File: src/mia_pkg.sv
// Shared constants and types for the modular inverse unit.
`default_nettype none
package mia_pkg;

  localparam int WORD_BITS_DEF = 31;
  localparam int ADDR_W        = 3;

  localparam logic [1:0] STATUS_OK       = 2'd0;
  localparam logic [1:0] STATUS_ZERO     = 2'd1;
  localparam logic [1:0] STATUS_NOT_UNIT = 2'd2;
  localparam logic [1:0] STATUS_RANGE    = 2'd3;

  localparam logic [ADDR_W-1:0] REG_MODULUS = '0;

  typedef struct packed {
    logic done;
    logic not_unit;
  } mia_ctl_t;

endpackage
`default_nettype wire

File: src/mia_euclid.sv
// Sequencer and shared shift/subtract datapath for the extended Euclidean recurrence.
`default_nettype none
module mia_euclid import mia_pkg::*; #(
  parameter int WORD_BITS = WORD_BITS_DEF
) (
  input  wire logic                 clk_i,
  input  wire logic                 rst_ni,
  input  wire logic                 start_i,
  input  wire logic [WORD_BITS-1:0] modulus_i,
  input  wire logic [WORD_BITS-1:0] value_i,
  output logic                      busy_o,
  output mia_ctl_t                  ctl_o,
  output logic      [WORD_BITS-1:0] inverse_o
);

  localparam int KW = $clog2(WORD_BITS);

  localparam logic [2:0] ST_IDLE  = 3'd0;
  localparam logic [2:0] ST_ALIGN = 3'd1;
  localparam logic [2:0] ST_SUB   = 3'd2;
  localparam logic [2:0] ST_FIX   = 3'd3;
  localparam logic [2:0] ST_NEG   = 3'd4;

  logic [2:0]           state_q, state_d;
  logic [WORD_BITS-1:0] r0_q, r0_d, r1_q, r1_d, d_q, d_d;
  logic [WORD_BITS-1:0] u0_q, u0_d, u1_q, u1_d, du_q, du_d;
  logic [KW-1:0]        k_q, k_d;
  logic                 neg0_q, neg0_d, neg1_q, neg1_d;
  logic                 done_q, done_d, not_unit_q, not_unit_d;
  logic [WORD_BITS-1:0] inv_q, inv_d;

  logic [WORD_BITS:0]   d_shl;
  logic                 ge;
  logic [WORD_BITS-1:0] r0_sub, u0_add;

  assign d_shl  = {d_q, 1'b0};
  assign ge     = d_q <= r0_q;
  assign r0_sub = ge ? r0_q - d_q : r0_q;
  assign u0_add = ge ? u0_q + du_q : u0_q;

  always_comb begin
    state_d    = state_q;
    r0_d       = r0_q;
    r1_d       = r1_q;
    d_d        = d_q;
    u0_d       = u0_q;
    u1_d       = u1_q;
    du_d       = du_q;
    k_d        = k_q;
    neg0_d     = neg0_q;
    neg1_d     = neg1_q;
    done_d     = 1'b0;
    not_unit_d = not_unit_q;
    inv_d      = inv_q;
    case (state_q)
      ST_IDLE: begin
        if (start_i) begin
          r0_d    = modulus_i;
          r1_d    = value_i;
          d_d     = value_i;
          u0_d    = '0;
          u1_d    = WORD_BITS'(1);
          du_d    = WORD_BITS'(1);
          k_d     = '0;
          neg0_d  = 1'b0;
          neg1_d  = 1'b0;
          state_d = ST_ALIGN;
        end
      end
      ST_ALIGN: begin
        if (d_shl <= {1'b0, r0_q}) begin
          d_d  = d_shl[WORD_BITS-1:0];
          du_d = {du_q[WORD_BITS-2:0], 1'b0};
          k_d  = k_q + KW'(1);
        end else begin
          state_d = ST_SUB;
        end
      end
      ST_SUB: begin
        if (k_q == '0) begin
          r0_d    = r1_q;
          r1_d    = r0_sub;
          u0_d    = u1_q;
          u1_d    = u0_add;
          d_d     = r0_sub;
          du_d    = u0_add;
          neg0_d  = neg1_q;
          neg1_d  = ~neg1_q;
          state_d = (r0_sub == '0) ? ST_FIX : ST_ALIGN;
        end else begin
          r0_d = r0_sub;
          u0_d = u0_add;
          d_d  = d_q >> 1;
          du_d = du_q >> 1;
          k_d  = k_q - KW'(1);
        end
      end
      ST_FIX: begin
        if (r0_q != WORD_BITS'(1)) begin
          done_d     = 1'b1;
          not_unit_d = 1'b1;
          inv_d      = '0;
          state_d    = ST_IDLE;
        end else begin
          if (u0_q >= modulus_i) begin
            u0_d = u0_q - modulus_i;
          end
          state_d = ST_NEG;
        end
      end
      ST_NEG: begin
        done_d     = 1'b1;
        not_unit_d = 1'b0;
        inv_d      = (neg0_q && u0_q != '0) ? modulus_i - u0_q : u0_q;
        state_d    = ST_IDLE;
      end
      default: begin
        state_d = ST_IDLE;
      end
    endcase
  end

  always_ff @(posedge clk_i or negedge rst_ni) begin
    if (!rst_ni) begin
      state_q    <= ST_IDLE;
      done_q     <= 1'b0;
      k_q        <= '0;
      not_unit_q <= 1'b0;
    end else begin
      state_q    <= state_d;
      done_q     <= done_d;
      k_q        <= k_d;
      not_unit_q <= not_unit_d;
    end
  end

  always_ff @(posedge clk_i) begin
    r0_q   <= r0_d;
    r1_q   <= r1_d;
    d_q    <= d_d;
    u0_q   <= u0_d;
    u1_q   <= u1_d;
    du_q   <= du_d;
    neg0_q <= neg0_d;
    neg1_q <= neg1_d;
    inv_q  <= inv_d;
  end

  assign busy_o         = (state_q != ST_IDLE) || done_q;
  assign ctl_o.done     = done_q;
  assign ctl_o.not_unit = not_unit_q;
  assign inverse_o      = inv_q;

endmodule
`default_nettype wire

File: src/modular_inverse_unit.sv
// Top level of the modular inverse unit: register port, input checks and result register.
//
// Usage: write the modulus through the APB-style port (byte address 0), then
// send values on the input channel (in_valid_i / in_stall_o, field value_i).
// Each value yields one transfer on the output channel (out_valid_o /
// out_stall_i) carrying inverse_o and status_o.
// Out-of-range, zero and self-inverse values (1 and modulus-1) are resolved
// at the input and appear in the cycle after the transfer.
// All other values run the extended Euclidean recurrence on one shared
// shift/subtract unit: for each quotient the divisor is shifted up one bit
// at a time to align it, then subtracted and shifted back down one bit at
// a time, so latency is data dependent.
// One value is in flight at a time; in_stall_o stays high while the
// recurrence runs and while an unread result is being stalled.
// Reset clears both channels and sets the modulus to 2.
// A stalled result holds its value until the receiver takes it.
`default_nettype none
module modular_inverse_unit import mia_pkg::*; #(
  parameter int WORD_BITS = WORD_BITS_DEF,
  parameter int DATA_W    = (WORD_BITS > 32) ? 64 : 32
) (
  input  wire logic                 clk_i,
  input  wire logic                 rst_ni,
  input  wire logic                 psel,
  input  wire logic                 penable,
  input  wire logic                 pwrite,
  input  wire logic [ADDR_W-1:0]    paddr,
  input  wire logic [DATA_W-1:0]    pwdata,
  output logic      [DATA_W-1:0]    prdata,
  output logic                      pready,
  input  wire logic                 in_valid_i,
  output logic                      in_stall_o,
  input  wire logic [WORD_BITS-1:0] value_i,
  output logic                      out_valid_o,
  input  wire logic                 out_stall_i,
  output logic      [WORD_BITS-1:0] inverse_o,
  output logic      [1:0]           status_o
);

  logic [WORD_BITS-1:0] modulus_q;
  logic                 out_valid_q;
  logic [WORD_BITS-1:0] inverse_q;
  logic [1:0]           status_q;

  logic                 accept, drain, cfg_wr;
  logic                 is_range, is_zero, is_self, start;
  logic                 core_busy;
  mia_ctl_t             core_ctl;
  logic [WORD_BITS-1:0] core_inv;

  assign pready = 1'b1;
  assign prdata = (paddr == REG_MODULUS) ? DATA_W'(modulus_q) : '0;
  assign cfg_wr = psel && penable && pwrite && (paddr == REG_MODULUS);

  assign drain      = out_valid_q && !out_stall_i;
  assign in_stall_o = core_busy || (out_valid_q && out_stall_i);
  assign accept     = in_valid_i && !in_stall_o;

  assign is_range = value_i >= modulus_q;
  assign is_zero  = value_i == '0;
  assign is_self  = (value_i == WORD_BITS'(1)) || (value_i == modulus_q - WORD_BITS'(1));
  assign start    = accept && !is_range && !is_zero && !is_self;

  mia_euclid #(
    .WORD_BITS(WORD_BITS)
  ) u_euclid (
    .clk_i    (clk_i),
    .rst_ni   (rst_ni),
    .start_i  (start),
    .modulus_i(modulus_q),
    .value_i  (value_i),
    .busy_o   (core_busy),
    .ctl_o    (core_ctl),
    .inverse_o(core_inv)
  );

  always_ff @(posedge clk_i or negedge rst_ni) begin
    if (!rst_ni) begin
      modulus_q   <= WORD_BITS'(2);
      out_valid_q <= 1'b0;
    end else begin
      if (cfg_wr) begin
        modulus_q <= pwdata[WORD_BITS-1:0];
      end
      if ((accept && !start) || core_ctl.done) begin
        out_valid_q <= 1'b1;
      end else if (drain) begin
        out_valid_q <= 1'b0;
      end
    end
  end

  always_ff @(posedge clk_i) begin
    if (core_ctl.done) begin
      inverse_q <= core_inv;
      status_q  <= core_ctl.not_unit ? STATUS_NOT_UNIT : STATUS_OK;
    end else if (accept && !start) begin
      if (is_range) begin
        inverse_q <= '0;
        status_q  <= STATUS_RANGE;
      end else if (is_zero) begin
        inverse_q <= '0;
        status_q  <= STATUS_ZERO;
      end else begin
        inverse_q <= value_i;
        status_q  <= STATUS_OK;
      end
    end
  end

  assign out_valid_o = out_valid_q;
  assign inverse_o   = inverse_q;
  assign status_o    = status_q;

endmodule
`default_nettype wire

File: config.mk
export PLATFORM = sky130hd
export DESIGN_NAME = modular_inverse_unit
export DESIGN_NICKNAME = d
export VERILOG_FILES = /design/src/mia_pkg.sv /design/src/mia_euclid.sv /design/src/modular_inverse_unit.sv
export SDC_FILE = /design/constraint.sdc
export NUM_CORES = 1
export LEC_CHECK = 0
export ABC_AREA = 1
export CORE_MARGIN = 2
export CORE_UTILIZATION = 37
export CTS_BUF_LIST = sky130_fd_sc_hd__clkbuf_4
export CTS_CLUSTER_SIZE = 14
export DETAILED_ROUTE_END_ITERATION = 10
export DONT_BUFFER_PORTS = 1
export SLEW_MARGIN = 5
export SYNTH_ARGS = -nofsm -noshare
export SYNTH_HDL_FRONTEND = slang
export SYNTH_HIERARCHICAL = 1
export SYNTH_SLANG_ARGS = --single-unit
File: constraint.sdc
create_clock -name clk_i -period 12.6 [get_ports clk_i]
set_input_delay 0.63 -clock clk_i [delete_from_list [all_inputs] [get_ports clk_i]]
set_output_delay 0.63 -clock clk_i [all_outputs]
set_load 0.05 [all_outputs]
==> impl_metrics.env <==
export IMPL_synth_async_reset_ratio_pct=14.3
export IMPL_grt_start_max_net_pins=80
export IMPL_tritoncts="built"
export IMPL_drive_gt1_share_pct=8.59
export IMPL_tritoncts_num_sinks=294
export IMPL_dpl_hpwl_um=74200
export IMPL_layout_nets=3678
export IMPL_max_rail_drop_vdd_mv=0.180
export IMPL_drtIter0Drc=2326
export IMPL_count_of_maximum_capacitance_violations=0
export IMPL_crit_path_end_kind="register"
export IMPL_clockPowerShare_pct=11.3
export IMPL_worst_slew_margin_rel_pct=24.3
export IMPL_first_pass_iters=6
export IMPL_layout_common_cells="817 x sky130_fd_sc_hd__nand2_1, 460 x sky130_fd_sc_hd__inv_1, 297 x sky130_fd_sc_hd__nor2_1, 263 x sky130_fd_sc_hd__a21oi_1, 252 x sky130_fd_sc_hd__edfxtp_1"
export IMPL_layout_area_overhead_vs_synth_pct=9.93
export IMPL_synth_avg_cell_area_um2=7.36
export IMPL_comb_power_share_pct=63.4
export IMPL_finalWorstSetupSlack_ns=7.46
export IMPL_port_buffers=0
export IMPL_tritoncts_num_buffers=84
export IMPL_switching_share_pct=55.9
export IMPL_synth_main_ff_cell="sky130_fd_sc_hd__edfxtp_1"
export IMPL_core_region_area_mm2=0.0661
export IMPL_vias_per_cell=5.54
export IMPL_grt_overflow=0
export IMPL_die_height_um=263
export IMPL_layout_commonest_cell="sky130_fd_sc_hd__nand2_1"
export IMPL_cts_root_to_sink_buffers=3
export IMPL_intPower_w=0.00373
export IMPL_place_gp_congestion=1.01
export IMPL_clock_fmax_mhz=195
export IMPL_setup_total_negative_slack_ns=0
export IMPL_io_pin_count=141
export IMPL_drv_slew=0
export IMPL_timing_worst_setup_path_type="reg2reg"
export IMPL_finalSetupViolations=0
export IMPL_outcome="complete, no violations"
export IMPL_chipWidth_um=263
export IMPL_rsz0062_at_grt="no"
export IMPL_syn_inst=3369
export IMPL_power_leakage_nw=12.2
export IMPL_synth_lib_cells_used_distinct=65
export IMPL_synth_seq_cells=294
export IMPL_most_area_hungry_cell_type_in_the_yosys_netlist="sky130_fd_sc_hd__edfxtp_1"
export IMPL_finClkSkew_ns=0.129
export IMPL_final_cell_area_mm2=0.0273
export IMPL_final_period_utilization_pct=40.8
export IMPL_synth_edf_count=252
export IMPL_max_slew_worst_pin_slew_ns=1.13
export IMPL_synth_top_cell_area_share_pct=30.5
export IMPL_timing_critical_path_required_ns=13.27
export IMPL_synth_net_count=3635
export IMPL_clk_pin_slew_ns=0.06
export IMPL_share_seq_of_total_power_pct=25.3
export IMPL_synth_top_cells_by_area="sky130_fd_sc_hd__edfxtp_1 31%, sky130_fd_sc_hd__nand2_1 12%, sky130_fd_sc_hd__ha_1 9.5%, sky130_fd_sc_hd__inv_1 7.0%, sky130_fd_sc_hd__a21oi_1 5.3%"
export IMPL_dpl_ws_ns=7.69
export IMPL_finalPower_w=0.00847
export IMPL_worstPathMaxFanout=64
export IMPL_type_of_the_most_critical_hold_path="in2reg"
export IMPL_dr_total_vias=24100
export IMPL_fin_crit_ns=5.14
export IMPL_wp_data_arrival_ns=5.80
export IMPL_groute_usage_overall_pct=27.1
export IMPL_ant_nets=0
export IMPL_design_die_area_mm2=0.0691
export IMPL_synth_sequential_area_ratio_pct=34.8
export IMPL_power_switching_w=0.00474
export IMPL_grt_antenna_before_repair=4
export IMPL_dpl_cell_area_mm2=0.0256
export IMPL_grt_first_pass_wirelength_um=142000
export IMPL_htree_levels=3
export IMPL_clock_root_buffer="sky130_fd_sc_hd__clkbuf_4"
export IMPL_synth_warnings=6
export IMPL_standard_cell_rows=94
export IMPL_floorplan_initialDensity_pct=37.5
export IMPL_totalWireLength_um=96500
export IMPL_first_global_vias=22698
export IMPL_cts_resized=0
export IMPL_cts_setup_buffers=0
export IMPL_drcViolationCount=0
export IMPL_wire_per_inst_um=22.2
export IMPL_timing_hold_violations_final=0
export IMPL_clk_latency_ns=0.91
export IMPL_fillers=6966
export IMPL_power_density_mw_per_mm2=311
export IMPL_critPathLaunchType="register"
export IMPL_post_synth_instance_area_mm2=0.0248
sequential cells by signal, indices dropped and copies added (netlist names), 2 cells and up:
name / count
u_euclid/u0_q: 31
u_euclid/r1_q: 31
status_o: 2
u_euclid/r0_q: 31
modulus_q: 31
inverse_o: 31
u_euclid/d_q: 31
u_euclid/du_q: 31
u_euclid/k_q: 5
u_euclid/state_q: 3
u_euclid/inverse_o: 31
u_euclid/u1_q: 31
cells by family after synthesis:
| logic type | count (synthesis) | share of synthesized area (%) |
|---|---|---|
| AO/OA/AOI/OAI | 699 | 16.6 |
| XOR/XNOR | 104 | 3.67 |
| adder cells (fa/ha/maj) | 193 | 9.89 |
| buffers and inverters | 607 | 9.57 |
| flip-flops | 294 | 34.8 |
| other | 2 | 0.0303 |
| AND/OR/NAND/NOR | 1470 | 25.4 |
per-layer routing:
metal	wire length, um	track usage [%]
met1	39800	34.5
met2	45200	45.4
met3	6770	4.36
met5	13	0
met4	4600	12.1
worst max-delay path, stage by stage (launching register included):
cell	delay [ns]
sky130_fd_sc_hd__dfrtp_1	0.73
sky130_fd_sc_hd__inv_1	0.20
sky130_fd_sc_hd__ha_1	0.34
sky130_fd_sc_hd__nand2_1	0.09
sky130_fd_sc_hd__nor2_1	0.09
sky130_fd_sc_hd__nand3_1	0.08
sky130_fd_sc_hd__nor2_1	0.05
sky130_fd_sc_hd__nand2_1	0.05
sky130_fd_sc_hd__nand2_1	0.11
sky130_fd_sc_hd__a21boi_1	0.21
sky130_fd_sc_hd__nand3_1	0.10
sky130_fd_sc_hd__nor2_1	0.12
sky130_fd_sc_hd__nand3_2	0.16
sky130_fd_sc_hd__inv_1	0.11
sky130_fd_sc_hd__o21ai_0	0.17
sky130_fd_sc_hd__inv_2	0.72
sky130_fd_sc_hd__nor2_1	0.17
sky130_fd_sc_hd__inv_2	0.08
sky130_fd_sc_hd__buf_4	0.80
sky130_fd_sc_hd__nand2_2	0.28
sky130_fd_sc_hd__nand2_1	0.13
sky130_fd_sc_hd__o21ai_0	0.09
synthesized netlist by cell type, types with 4 or more instances:
| master | instances |
|---|---|
| sky130_fd_sc_hd__a21boi_0 | 4 |
| sky130_fd_sc_hd__a21o_1 | 12 |
| sky130_fd_sc_hd__a21oi_1 | 263 |
| sky130_fd_sc_hd__a31oi_1 | 15 |
| sky130_fd_sc_hd__buf_1 | 11 |
| sky130_fd_sc_hd__buf_2 | 18 |
| sky130_fd_sc_hd__buf_4 | 4 |
| sky130_fd_sc_hd__buf_6 | 6 |
| sky130_fd_sc_hd__clkbuf_1 | 80 |
| sky130_fd_sc_hd__dfrtp_1 | 41 |
| sky130_fd_sc_hd__edfxtp_1 | 252 |
| sky130_fd_sc_hd__fa_1 | 5 |
| sky130_fd_sc_hd__ha_1 | 188 |
| sky130_fd_sc_hd__inv_1 | 464 |
| sky130_fd_sc_hd__inv_2 | 20 |
| sky130_fd_sc_hd__nand2_1 | 818 |
| sky130_fd_sc_hd__nand2_2 | 39 |
| sky130_fd_sc_hd__nand2_4 | 4 |
| sky130_fd_sc_hd__nand3_1 | 156 |
| sky130_fd_sc_hd__nand3_2 | 10 |
| sky130_fd_sc_hd__nand3b_1 | 13 |
| sky130_fd_sc_hd__nand4_1 | 42 |
| sky130_fd_sc_hd__nor2_1 | 301 |
| sky130_fd_sc_hd__nor2_2 | 16 |
| sky130_fd_sc_hd__nor2_4 | 5 |
| sky130_fd_sc_hd__nor3_1 | 24 |
| sky130_fd_sc_hd__nor4_1 | 16 |
| sky130_fd_sc_hd__o211ai_1 | 56 |
| sky130_fd_sc_hd__o21a_1 | 11 |
| sky130_fd_sc_hd__o21ai_0 | 194 |
| sky130_fd_sc_hd__o21ai_1 | 20 |
| sky130_fd_sc_hd__o21ai_2 | 6 |
| sky130_fd_sc_hd__o21bai_1 | 20 |
| sky130_fd_sc_hd__o221ai_1 | 48 |
| sky130_fd_sc_hd__o22a_1 | 6 |
| sky130_fd_sc_hd__o22ai_1 | 11 |
| sky130_fd_sc_hd__o31ai_1 | 9 |
| sky130_fd_sc_hd__or2_2 | 10 |
| sky130_fd_sc_hd__xnor2_1 | 35 |
| sky130_fd_sc_hd__xor2_1 | 69 |
worst paths after layout:
kind | end | cells after the start | slack, ns | from
setup reg to reg | u_euclid/k_q[1] | 21 | 7.46 | modulus_q[14]
hold / removal | u_euclid/d_q[23] | 2 | 0.04 | value_i[23]
hold reg to reg | inverse_o[6] | 2 | 0.48 | u_euclid/inverse_o[6]
setup / recovery | u_euclid/k_q[1] | 21 | 7.46 | modulus_q[14]
max in group asynchronous | u_euclid/k_q[3] | 2 | 12.00 | rst_ni
min in group asynchronous | modulus_q[14] | 2 | 0.24 | rst_ni
what timing repair did:
action                                 CTS  global route
hold buffers                            55             0
setup endpoints to repair                0             0
endpoints found under the hold margin  108             0
area by class of cell:
class,instances,area (um^2),share of cell area [%]
clock buffer,133,998,3.66
clock inverter,21,131,0.482
antenna,4,10.0,0.0367
timing repair buffer,77,733,2.69
multi-input combinational,2468,13900,50.8
tap,864,1080,3.97
sequential,294,8620,31.6
inverter,487,1830,6.71
stage by stage:
stage          util, %  cells  hold WS [ns]
2_1_floorplan        -   3369         0.334
3_3_place_gp      38.7   4135         0.336
3_5_place_dp      38.7   4135         0.335
4_1_cts           41.2   4344       0.00104
5_1_grt           41.2   4347       0.00262
6_report          41.2   4348        0.0415
power groups by stage:
stage,Combinational [W],Sequential [W],Clock (W)
6_report,0.00537,0.00215,0.000955
5_1_grt,0.00592,0.00217,0.00102
4_1_cts,0.00529,0.00214,0.000976
3_5_place_dp,0.00524,0.00215,0
3_3_place_gp,0.00522,0.00215,0
2_1_floorplan,0.00379,0.00198,0
No activity file was read; power rests on OpenSTA's default activity.
